**config.mk**
```make
export PLATFORM = sky130hd
export DESIGN_NAME = graph_vertex_connectivity_test_unit
export DESIGN_NICKNAME = d
export VERILOG_FILES = /design/src/hw/rtl/gvct_pkg.sv /design/src/hw/rtl/gvct_adj_decode.sv /design/src/hw/rtl/gvct_reach_unit.sv /design/src/hw/rtl/graph_vertex_connectivity_test_unit.sv
export SDC_FILE = /design/constraint.sdc
export NUM_CORES = 1
export LEC_CHECK = 0
export BUFFER_PORTS_ARGS = -buffer_cell sky130_fd_sc_hd__buf_4
export CAP_MARGIN = 30
export CORE_UTILIZATION = 40
export DETAILED_ROUTE_END_ITERATION = 10
export GPL_ROUTABILITY_DRIVEN = 0
export GPL_TIMING_DRIVEN = 0
export PLACE_DENSITY = 0.64
export SETUP_SLACK_MARGIN = 0.05
export SYNTH_ARGS = -nofsm -noshare
export SYNTH_HDL_FRONTEND = slang
export SYNTH_SLANG_ARGS = --single-unit
```
**constraint.sdc**
```tcl
create_clock -name clk -period 7.6 [get_ports clk]
set_input_delay 0.38 -clock clk [delete_from_list [all_inputs] [get_ports clk]]
set_output_delay 0.38 -clock clk [all_outputs]
set_load 0.02 [all_outputs]
```
**src/hw/rtl/gvct_pkg.sv**
```systemverilog
// Shared constants, types and helper function of the vertex connectivity tester.
package gvct_pkg;

    localparam int MAX_VERTICES = 11;
    localparam int EDGE_BITS    = 36;
    localparam int COUNT_W      = 4;

    typedef logic [COUNT_W-1:0] count_t;
    typedef logic [1:0]         fail_kind_t;

    localparam fail_kind_t FAIL_NONE      = 2'd0;
    localparam fail_kind_t FAIL_DEGREE    = 2'd1;
    localparam fail_kind_t FAIL_SEPARATOR = 2'd2;

    // Status of one reachability expansion step.
    typedef struct packed {
        logic grew;
        logic covers;
    } reach_stat_t;

    function automatic count_t popcount(input logic [MAX_VERTICES-1:0] x);
        count_t c;
        c = '0;
        for (int b = 0; b < MAX_VERTICES; b++)
        begin
            c = c + count_t'(x[b]);
        end
        return c;
    endfunction

endpackage

```
**src/hw/rtl/gvct_adj_decode.sv**
```systemverilog
// Decoder from the missing-edge mask to the rows of the adjacency matrix.
module gvct_adj_decode
    import gvct_pkg::*;
#(
    parameter int VERTICES = 9
)
(
    input  logic [EDGE_BITS-1:0]                   missing_edges,
    output logic [VERTICES-1:0][VERTICES-1:0]      adj
);

    for (genvar gi = 0; gi < VERTICES; gi++)
    begin : g_row
        for (genvar gj = 0; gj < VERTICES; gj++)
        begin : g_col
            if (gi == gj)
            begin : g_diag
                assign adj[gi][gj] = 1'b0;
            end
            else
            begin : g_pair
                localparam int LO  = (gi < gj) ? gi : gj;
                localparam int HI  = (gi < gj) ? gj : gi;
                localparam int IDX = LO * VERTICES - (LO * (LO + 1)) / 2 + (HI - LO - 1);
                // Pairs past the end of the mask cannot be marked missing.
                if (IDX < EDGE_BITS)
                begin : g_in_mask
                    assign adj[gi][gj] = ~missing_edges[IDX];
                end
                else
                begin : g_beyond
                    assign adj[gi][gj] = 1'b1;
                end
            end
        end
    end

endmodule

```
**src/hw/rtl/gvct_reach_unit.sv**
```systemverilog
// Shared reachability unit: one breadth-first expansion step over the remaining vertices.
module gvct_reach_unit
    import gvct_pkg::*;
#(
    parameter int VERTICES = 9
)
(
    input  logic [VERTICES-1:0][VERTICES-1:0] adj,
    input  logic [VERTICES-1:0]               seen,
    input  logic [VERTICES-1:0]               rest,
    output logic [VERTICES-1:0]               reach,
    output reach_stat_t                       stat
);

    logic [VERTICES-1:0] nbrs;

    always_comb
    begin
        nbrs = '0;
        for (int v = 0; v < VERTICES; v++)
        begin
            if (seen[v])
            begin
                nbrs = nbrs | adj[v];
            end
        end
        reach       = seen | (nbrs & rest);
        stat.grew   = (reach != seen);
        stat.covers = (seen == rest);
    end

endmodule

```
**src/hw/rtl/graph_vertex_connectivity_test_unit.sv**
```systemverilog
// Top level of the k-vertex-connectivity tester for a small graph.
//
// Usage: present a graph as missing_edges (bit e removes the e-th vertex pair i<j in
// lexicographic order from the complete graph) and raise start. The word is taken
// at a rising edge where start is high and busy is low; busy then stays high until
// the answer is out. The answer appears on is_connected_enough and fail_kind, marked by
// done, which is high for exactly one cycle; the receiver cannot hold it off.
// min_connectivity_wr writes min_connectivity (k); use it only while idle (not enforced).
//
// The search checks the vertices one at a time in a degree phase, then sweeps over all
// 2**VERTICES deletion sets. Each set is visited in ST_SUBSET and, when it is small
// enough to test, followed by expansion steps of the shared reachability unit in
// ST_GROW until the reached set stops growing. A failure ends the search early.
// done is raised in the cycle after the last step, and busy falls with it, so a
// new word can be started while the previous answer is on the ports.
// Reset clears the sequencer and sets k to 5; no answer is pending after reset.
module graph_vertex_connectivity_test_unit
    import gvct_pkg::*;
#(
    parameter int VERTICES = 9
)
(
    input  logic                 clk,
    input  logic                 rst_n,
    input  logic                 start,
    output logic                 busy,
    input  logic [EDGE_BITS-1:0] missing_edges,
    input  logic                 min_connectivity_wr,
    input  logic [COUNT_W-1:0]   min_connectivity,
    output logic                 done,
    output logic                 is_connected_enough,
    output logic [1:0]           fail_kind
);

    localparam int VTX_W = $clog2(VERTICES);

    localparam logic [1:0] ST_IDLE   = 2'd0;
    localparam logic [1:0] ST_DEGREE = 2'd1;
    localparam logic [1:0] ST_SUBSET = 2'd2;
    localparam logic [1:0] ST_GROW   = 2'd3;

    logic [1:0]                          state_reg, state_next;
    logic [VTX_W-1:0]                    vtx_reg, vtx_next;
    logic [VERTICES-1:0]                 subset_reg, subset_next;
    logic [VERTICES-1:0]                 seen_reg, seen_next;
    logic [VERTICES-1:0][VERTICES-1:0]   adj_reg, adj_next;
    count_t                              k_reg;
    logic                                done_reg, done_next;
    fail_kind_t                          kind_reg, kind_next;

    logic [VERTICES-1:0][VERTICES-1:0]   adj_dec;
    logic [VERTICES-1:0]                 rest;
    logic [VERTICES-1:0]                 reach;
    reach_stat_t                         stat;
    count_t                              set_size;
    count_t                              degree;
    logic                                rest_trivial;

    gvct_adj_decode #(
        .VERTICES (VERTICES)
    ) u_decode (
        .missing_edges (missing_edges),
        .adj           (adj_dec)
    );

    gvct_reach_unit #(
        .VERTICES (VERTICES)
    ) u_reach (
        .adj   (adj_reg),
        .seen  (seen_reg),
        .rest  (rest),
        .reach (reach),
        .stat  (stat)
    );

    assign rest         = ~subset_reg;
    assign set_size     = popcount(MAX_VERTICES'(subset_reg));
    assign degree       = popcount(MAX_VERTICES'(adj_reg[vtx_reg]));
    // An empty or single-vertex remainder is connected by definition.
    assign rest_trivial = ((rest & (rest - 1'b1)) == '0);

    always_comb
    begin
        state_next  = state_reg;
        vtx_next    = vtx_reg;
        subset_next = subset_reg;
        seen_next   = seen_reg;
        adj_next    = adj_reg;
        done_next   = 1'b0;
        kind_next   = kind_reg;

        case (state_reg)
            ST_IDLE:
            begin
                if (start)
                begin
                    adj_next   = adj_dec;
                    vtx_next   = '0;
                    state_next = ST_DEGREE;
                end
            end
            ST_DEGREE:
            begin
                if (degree < k_reg)
                begin
                    done_next  = 1'b1;
                    kind_next  = FAIL_DEGREE;
                    state_next = ST_IDLE;
                end
                else if (vtx_reg == VTX_W'(VERTICES - 1))
                begin
                    subset_next = '0;
                    state_next  = ST_SUBSET;
                end
                else
                begin
                    vtx_next = vtx_reg + 1'b1;
                end
            end
            ST_SUBSET:
            begin
                if ((set_size < k_reg) && !rest_trivial)
                begin
                    seen_next  = rest & (~rest + 1'b1);
                    state_next = ST_GROW;
                end
                else if (&subset_reg)
                begin
                    done_next  = 1'b1;
                    kind_next  = FAIL_NONE;
                    state_next = ST_IDLE;
                end
                else
                begin
                    subset_next = subset_reg + 1'b1;
                end
            end
            ST_GROW:
            begin
                if (stat.grew)
                begin
                    seen_next = reach;
                end
                else if (!stat.covers)
                begin
                    done_next  = 1'b1;
                    kind_next  = FAIL_SEPARATOR;
                    state_next = ST_IDLE;
                end
                else if (&subset_reg)
                begin
                    done_next  = 1'b1;
                    kind_next  = FAIL_NONE;
                    state_next = ST_IDLE;
                end
                else
                begin
                    subset_next = subset_reg + 1'b1;
                    state_next  = ST_SUBSET;
                end
            end
            default:
            begin
                state_next = ST_IDLE;
            end
        endcase
    end

    always_ff @(posedge clk or negedge rst_n)
    begin
        if (!rst_n)
        begin
            state_reg  <= ST_IDLE;
            vtx_reg    <= '0;
            subset_reg <= '0;
            done_reg   <= 1'b0;
            kind_reg   <= FAIL_NONE;
            k_reg      <= count_t'(5);
        end
        else
        begin
            state_reg  <= state_next;
            vtx_reg    <= vtx_next;
            subset_reg <= subset_next;
            done_reg   <= done_next;
            kind_reg   <= kind_next;
            if (min_connectivity_wr)
            begin
                k_reg <= min_connectivity;
            end
        end
    end

    always_ff @(posedge clk)
    begin
        adj_reg  <= adj_next;
        seen_reg <= seen_next;
    end

    assign busy                = (state_reg != ST_IDLE);
    assign done                = done_reg;
    assign fail_kind           = kind_reg;
    assign is_connected_enough = (kind_reg == FAIL_NONE);

endmodule

```
# Word-level counts from Yosys, hierarchy flattened
# Index checks and enable logic that the tools add are counted.
# totals
register_bits	103
latch_bits	0
mem_bits_rw	0
mem_bits_ro	0
input_bits	44
n_memories	0
# classes
n_addsub	20
mul	0
div_mod_pow	0
order_cmp	3
eq_ne	18
shifts	0
n_mux	46
bitwise_logic	50
reduce_logical	16
# op_table
op	count
2-to-1 mux 9 bit	18
OR 9 bit	8
adder 4 x 1 -> 4 bit	10
binary-select mux 9 bit (select 4 bit)	1
inverter 1 bit	36
AND 9 bit	3
case mux 9 bit (3 select lines)	1
2-to-1 mux 2 bit	13
inequality test 2 bit (second input constant)	10
adder 9 x 1 -> 9 bit (second input constant)	2
inverter 9 bit	2
case mux 9 bit (2 select lines)	1
2-to-1 mux 4 bit	3
AND reduction 4 bit	3
== test 9 bit	1
logical NOT 9 bit	1
inequality test 9 bit	1
OR 9 x 8 -> 9 bit	1
AND reduction 9 bit	1
subtractor 9 x 1 -> 9 bit (second input constant)	1
adder 3 x 1 -> 4 bit	2
less-than comparator 4 bit	2
case mux 2 bit (4 select lines)	1
case mux 4 bit (2 select lines)	1
other kinds (19)	30

# Depth between registers and ports, before layout
# logic_depth
depth_word	22
mapped_depth	25
ltp_nobuf	22

# By module
# A second synthesis with hierarchy kept.
# hier_totals
hier_cells	510
hier_area_um2	6363.6
# by_module_without_submodules
module	n_inst	cells_per_inst	area_each_um2	seq_area_each_um2
graph_vertex_connectivity_test_unit	1	342	5220.0	3255.6
gvct_reach_unit	1	86	666.9	0.0
gvct_adj_decode	1	82	476.7	0.0

# Least setup slack after synthesis
# Ideal clock, no wire load.
# synth_path
kind	reg-to-reg
startpoint	register vtx_reg[0]
endpoint	register subset_reg[1]
setup_ps	145
t_arrival_ps	5739
path_slack_ps	1716
stages_incl_launch_ff	22
path_buffers	3
synth_period_minus_slack_ps	5884
cell_sequence	dfrtp_1 -> buf_2 -> buf_1 -> mux4_2 -> a21oi_1 -> o21ai_0 -> fa_1 -> inv_1 -> fa_1 -> fa_1 -> inv_1 -> fa_1 -> inv_1 -> fa_1 -> inv_1 -> ha_1 -> a2111o_1 -> and4_1 -> a31oi_1 -> o32a_1 -> buf_6 -> o32ai_1
# synth_between
elab_chain_len	13
word_cells_on_any_way	15
classes_between	add/sub (8); order compare (1); eq/ne (3); mux (2); reduce/logical (1)
# synth_lines
element	line	text
from (decl)	graph_vertex_connectivity_test_unit.sv:43	logic [VTX_W-1:0] vtx_reg, vtx_next;
from (signal assigned)	graph_vertex_connectivity_test_unit.sv:183	vtx_reg <= vtx_next;
binary-select mux 9 bit (select 4 bit)	graph_vertex_connectivity_test_unit.sv:78	assign degree = popcount(MAX_VERTICES'(adj_reg[vtx_reg]));
2-to-1 mux 9 bit (implied by the code)	graph_vertex_connectivity_test_unit.sv:78	
adder 1 x 1 -> 2 bit	gvct_pkg.sv:26	c = c + count_t'(x[b]);
adder 2 x 1 -> 3 bit	gvct_pkg.sv:26	
adder 3 x 1 -> 4 bit	gvct_pkg.sv:26	
adder 4 x 1 -> 4 bit (5 in a row)	gvct_pkg.sv:26	
less-than comparator 4 bit	graph_vertex_connectivity_test_unit.sv:104	if (degree < k_reg)
inequality test 2 bit (no source line)	n/a	
AND reduction 6 bit (no source line) (*)	n/a	
to (signal assigned)	graph_vertex_connectivity_test_unit.sv:184	subset_reg <= subset_next;
to (decl)	graph_vertex_connectivity_test_unit.sv:44	logic [VERTICES-1:0] subset_reg, subset_next;
# Every way passes the cells marked *; elsewhere a longest branch is shown, timed or not. The select of a mux whose other input is x is not followed.
# A chain may end at the register's enable or synchronous reset.

# Worst setup path in the final report
# layout_path
startpoint	register vtx_reg[0]
endpoint	register subset_reg[7]
# Same word-level chain as after synthesis.

==> results.cfg <==
[route]
drc = 0
drt-total-wl_microns = 12400
via_count = 3883
ant_nets = 0
drtPass1Iterations = 7
drt_iter0_drc = 470
vias_per_cell = 5.66
wl_per_cell_microns = 18.0

[cells_and_area]
largest_reg_flops = 36
area_growth_pct = 17.6
antenna_cells = 0
drive_gt1_share_pct = 18.2
multi_input_area_sq_um = 2410
seqCellArea_sq_um = 1900
fillCellCount = 1056
num-nets-final = 616

[flow_run]
max_cap_viol_count = 0

[sta]
fin_skew_ns = 0.00411
fin_crit_sh_pct = 86.9
relSlewSlack_pct = 35.8
slew_violations = 0
setup_viol = 0
min_period_ns = 6.60
clock.fmax_mhz = 151
setup_tns_ns = 0
rsz0062_at_grt = no
worstMarginPinSlew_ns = 0.962
hold_viol_final = 0

[global_route]
overflow = 0
first_global_vias = 3864
grt_usage_pct = 20.9
grt_use_met2_pct = 33.1
grt.busiest_layer = met2
antenna_found_initial = 0
grt_pass1_wl_microns = 20000
gr-usage-met1_pct = 27.8
grt_util_met3_pct = 4.54
grt_max_degree = 37

[synth]
ys_seq_elements = 67
ys_seq_area_share_pct = 40.3
syn_area_per_cell_sq_um = 9.91
synthArstFlopShare_pct = 32.8
synth_edf_count = 45
netlist_area_sq_um = 4730
synth_top_area_cell = edfxtp_1
syn_inst = 477
synth.most_common_cell = inv_1
synth_top_area_share_pct = 28.6
synthesis.nets = 555
ys_top_cells_by_count = 73 x inv_1, 45 x edfxtp_1, 37 x nand2_1, 37 x nor2_1, 35 x a22oi_1
ys_top_cells_by_area = edfxtp_1 29%, dfrtp_1 11%, ha_1 6.4%
synthFlopType = edfxtp_1
yosys_warnings = 0
synth.distinct_cells = 57

[floorplanning]
core_sq_um = 11500
dieHeight_microns = 111
die_w_microns = 111
rows = 39
ioPinCount = 49
start_util_pct = 41.2
fp.dieArea_sq_um = 12300

[power]
p_int_w = 0.00110
p_comb_share_pct = 50.2
power_w = 0.00190
pwr-share-clk_pct = 20.1
p_sw_share_pct = 42.0
p_per_area_nw_per_um2 = 341
power_switching_w = 0.000797
p_leak_nw = 2.34
ir_worst_vdd_mv = 0.261
p_seq_share_pct = 29.7

[worst_setup_path]
path_cells = buf_2, buf_1, clkbuf_1, nor2_1, a31oi_1, nor2_1, a21oi_1, o21ai_0, fa_1, inv_1, fa_1, fa_1, inv_1, fa_1, inv_1, fa_1, inv_1, ha_1, a2111o_1, and4_1, a31oi_1, o32a_1, buf_6, o32ai_1
endpoint_kind = register
cp.required_ns = 7.77
cp_slowest_cell = fa_1
path_class = reg2reg
path_max_fanout = 10
crit_arrival_ns = 6.78
worstSetupStartpointType = register
slowest_delay_ns = 0.54
crit_top_cell = fa_1
reg2reg_slack_ns = 1.0

[outcome]
outcome = finished, final reports clean

[place]
io_buffers = 48
dp_hpwl_microns = 9320

[clocking]
clkTransAtPathRegs_ns = 0.06
root_buffer = clkbuf_16
cts_buffer_depth = 2
worstSkewPairLatency_ns = 0.33
clock-sinks = 67
cts_tree = built
ctsHtreeMaxLevel = 3
cts_buffers = 9

[min_path]
hp-class = in2reg
worst max-delay path: cells and delay by family (launching register included):
kind | cells | cell delay [ns]
fa+ha+maj | 6 | 2.69
buf+inv | 8 | 1.58
compound gates | 7 | 1.39
simple gates | 3 | 0.40
flops | 1 | 0.37
logic make-up after synthesis:
| logic type | after synthesis | share of synthesized area, % |
|---|---|---|
| xor+xnor | 9 | 1.67 |
| buf+inv | 101 | 8.82 |
| compound gates | 129 | 19.6 |
| flops | 67 | 40.3 |
| mux | 23 | 7.81 |
| simple gates | 114 | 11.2 |
| fa+ha+maj | 34 | 10.6 |
through the flow:
step	cell area, sq um	setup WS, ns	instances	hold slack, ns	util (%)
global placement	5270	1.13	668	0.294	45.9
finish	5560	0.998	686	0.252	48.5
detailed placement	5280	1.01	669	0.293	46.0
CTS	5560	0.985	686	0.247	48.5
global route	5560	0.613	686	0.251	48.5
floorplan	4730	1.72	477	0.0844	-
routing by layer:
metal	vias up	share of wire, %
met1	1854	43
met2	166	47
met5	-	0
met4	0	3.0
met3	28	7.4
li1	1835	-
power groups by stage:
stage / Clock, W / Sequential (W) / Combinational, W
2_1_floorplan: 0 / 0.000532 / 0.000689
3_3_place_gp: 0 / 0.000566 / 0.000906
3_5_place_dp: 0 / 0.000565 / 0.000953
4_1_cts: 0.000387 / 0.000559 / 0.000959
5_1_grt: 0.000402 / 0.000567 / 0.00105
6_report: 0.000380 / 0.000563 / 0.000952
final timing paths:
check                                          from             to  cells past startpoint
min in group asynchronous                     rst_n       k_reg[1]                      2
worst max-delay path                     vtx_reg[0]  subset_reg[7]                     24
worst max register to register           vtx_reg[0]  subset_reg[7]                     24
worst min-delay path            min_connectivity[3]       k_reg[3]                      3
max in group asynchronous                     rst_n       k_reg[0]                      2
worst min register to register             k_reg[1]       k_reg[1]                      2
repair_timing:
action,CTS,global route
gates resized for setup,0,0
hold endpoints to repair,20,0
hold buffers,1,0
buffers inserted,0,0
layout make-up:
class                   instances  area share, %
multi-input cells             309           43.3
flip-flops and latches         67           34.3
repair buffers                 50           6.85
inverters                      74           5.00
clock buffers                  10           4.12
well taps                     143           3.22
plain buffers                  27           2.50
clock inverters                 6          0.743
layout by cell type, fill, tap and decap left out, types with 3 or more instances in the layout:
cell,count
xor2_1,7
a21oi_1,23
buf_4,49
edfxtp_1,45
ha_1,24
o21ai_0,25
clkbuf_16,9
nor3_1,6
and3_1,3
nand4_1,6
o32ai_1,6
dfrtp_1,20
a21o_1,3
nand2b_1,5
nand2_1,37
a41oi_1,5
a22oi_1,35
mux4_2,11
fa_1,10
nor2_1,37
nand3_1,5
a31oi_1,5
inv_1,73
mux2i_1,11
and4_1,3
clkbuf_1,14
buf_2,9
buf_6,3
o22ai_1,3
and2_1,3
(Power assumes the default switching activity.)
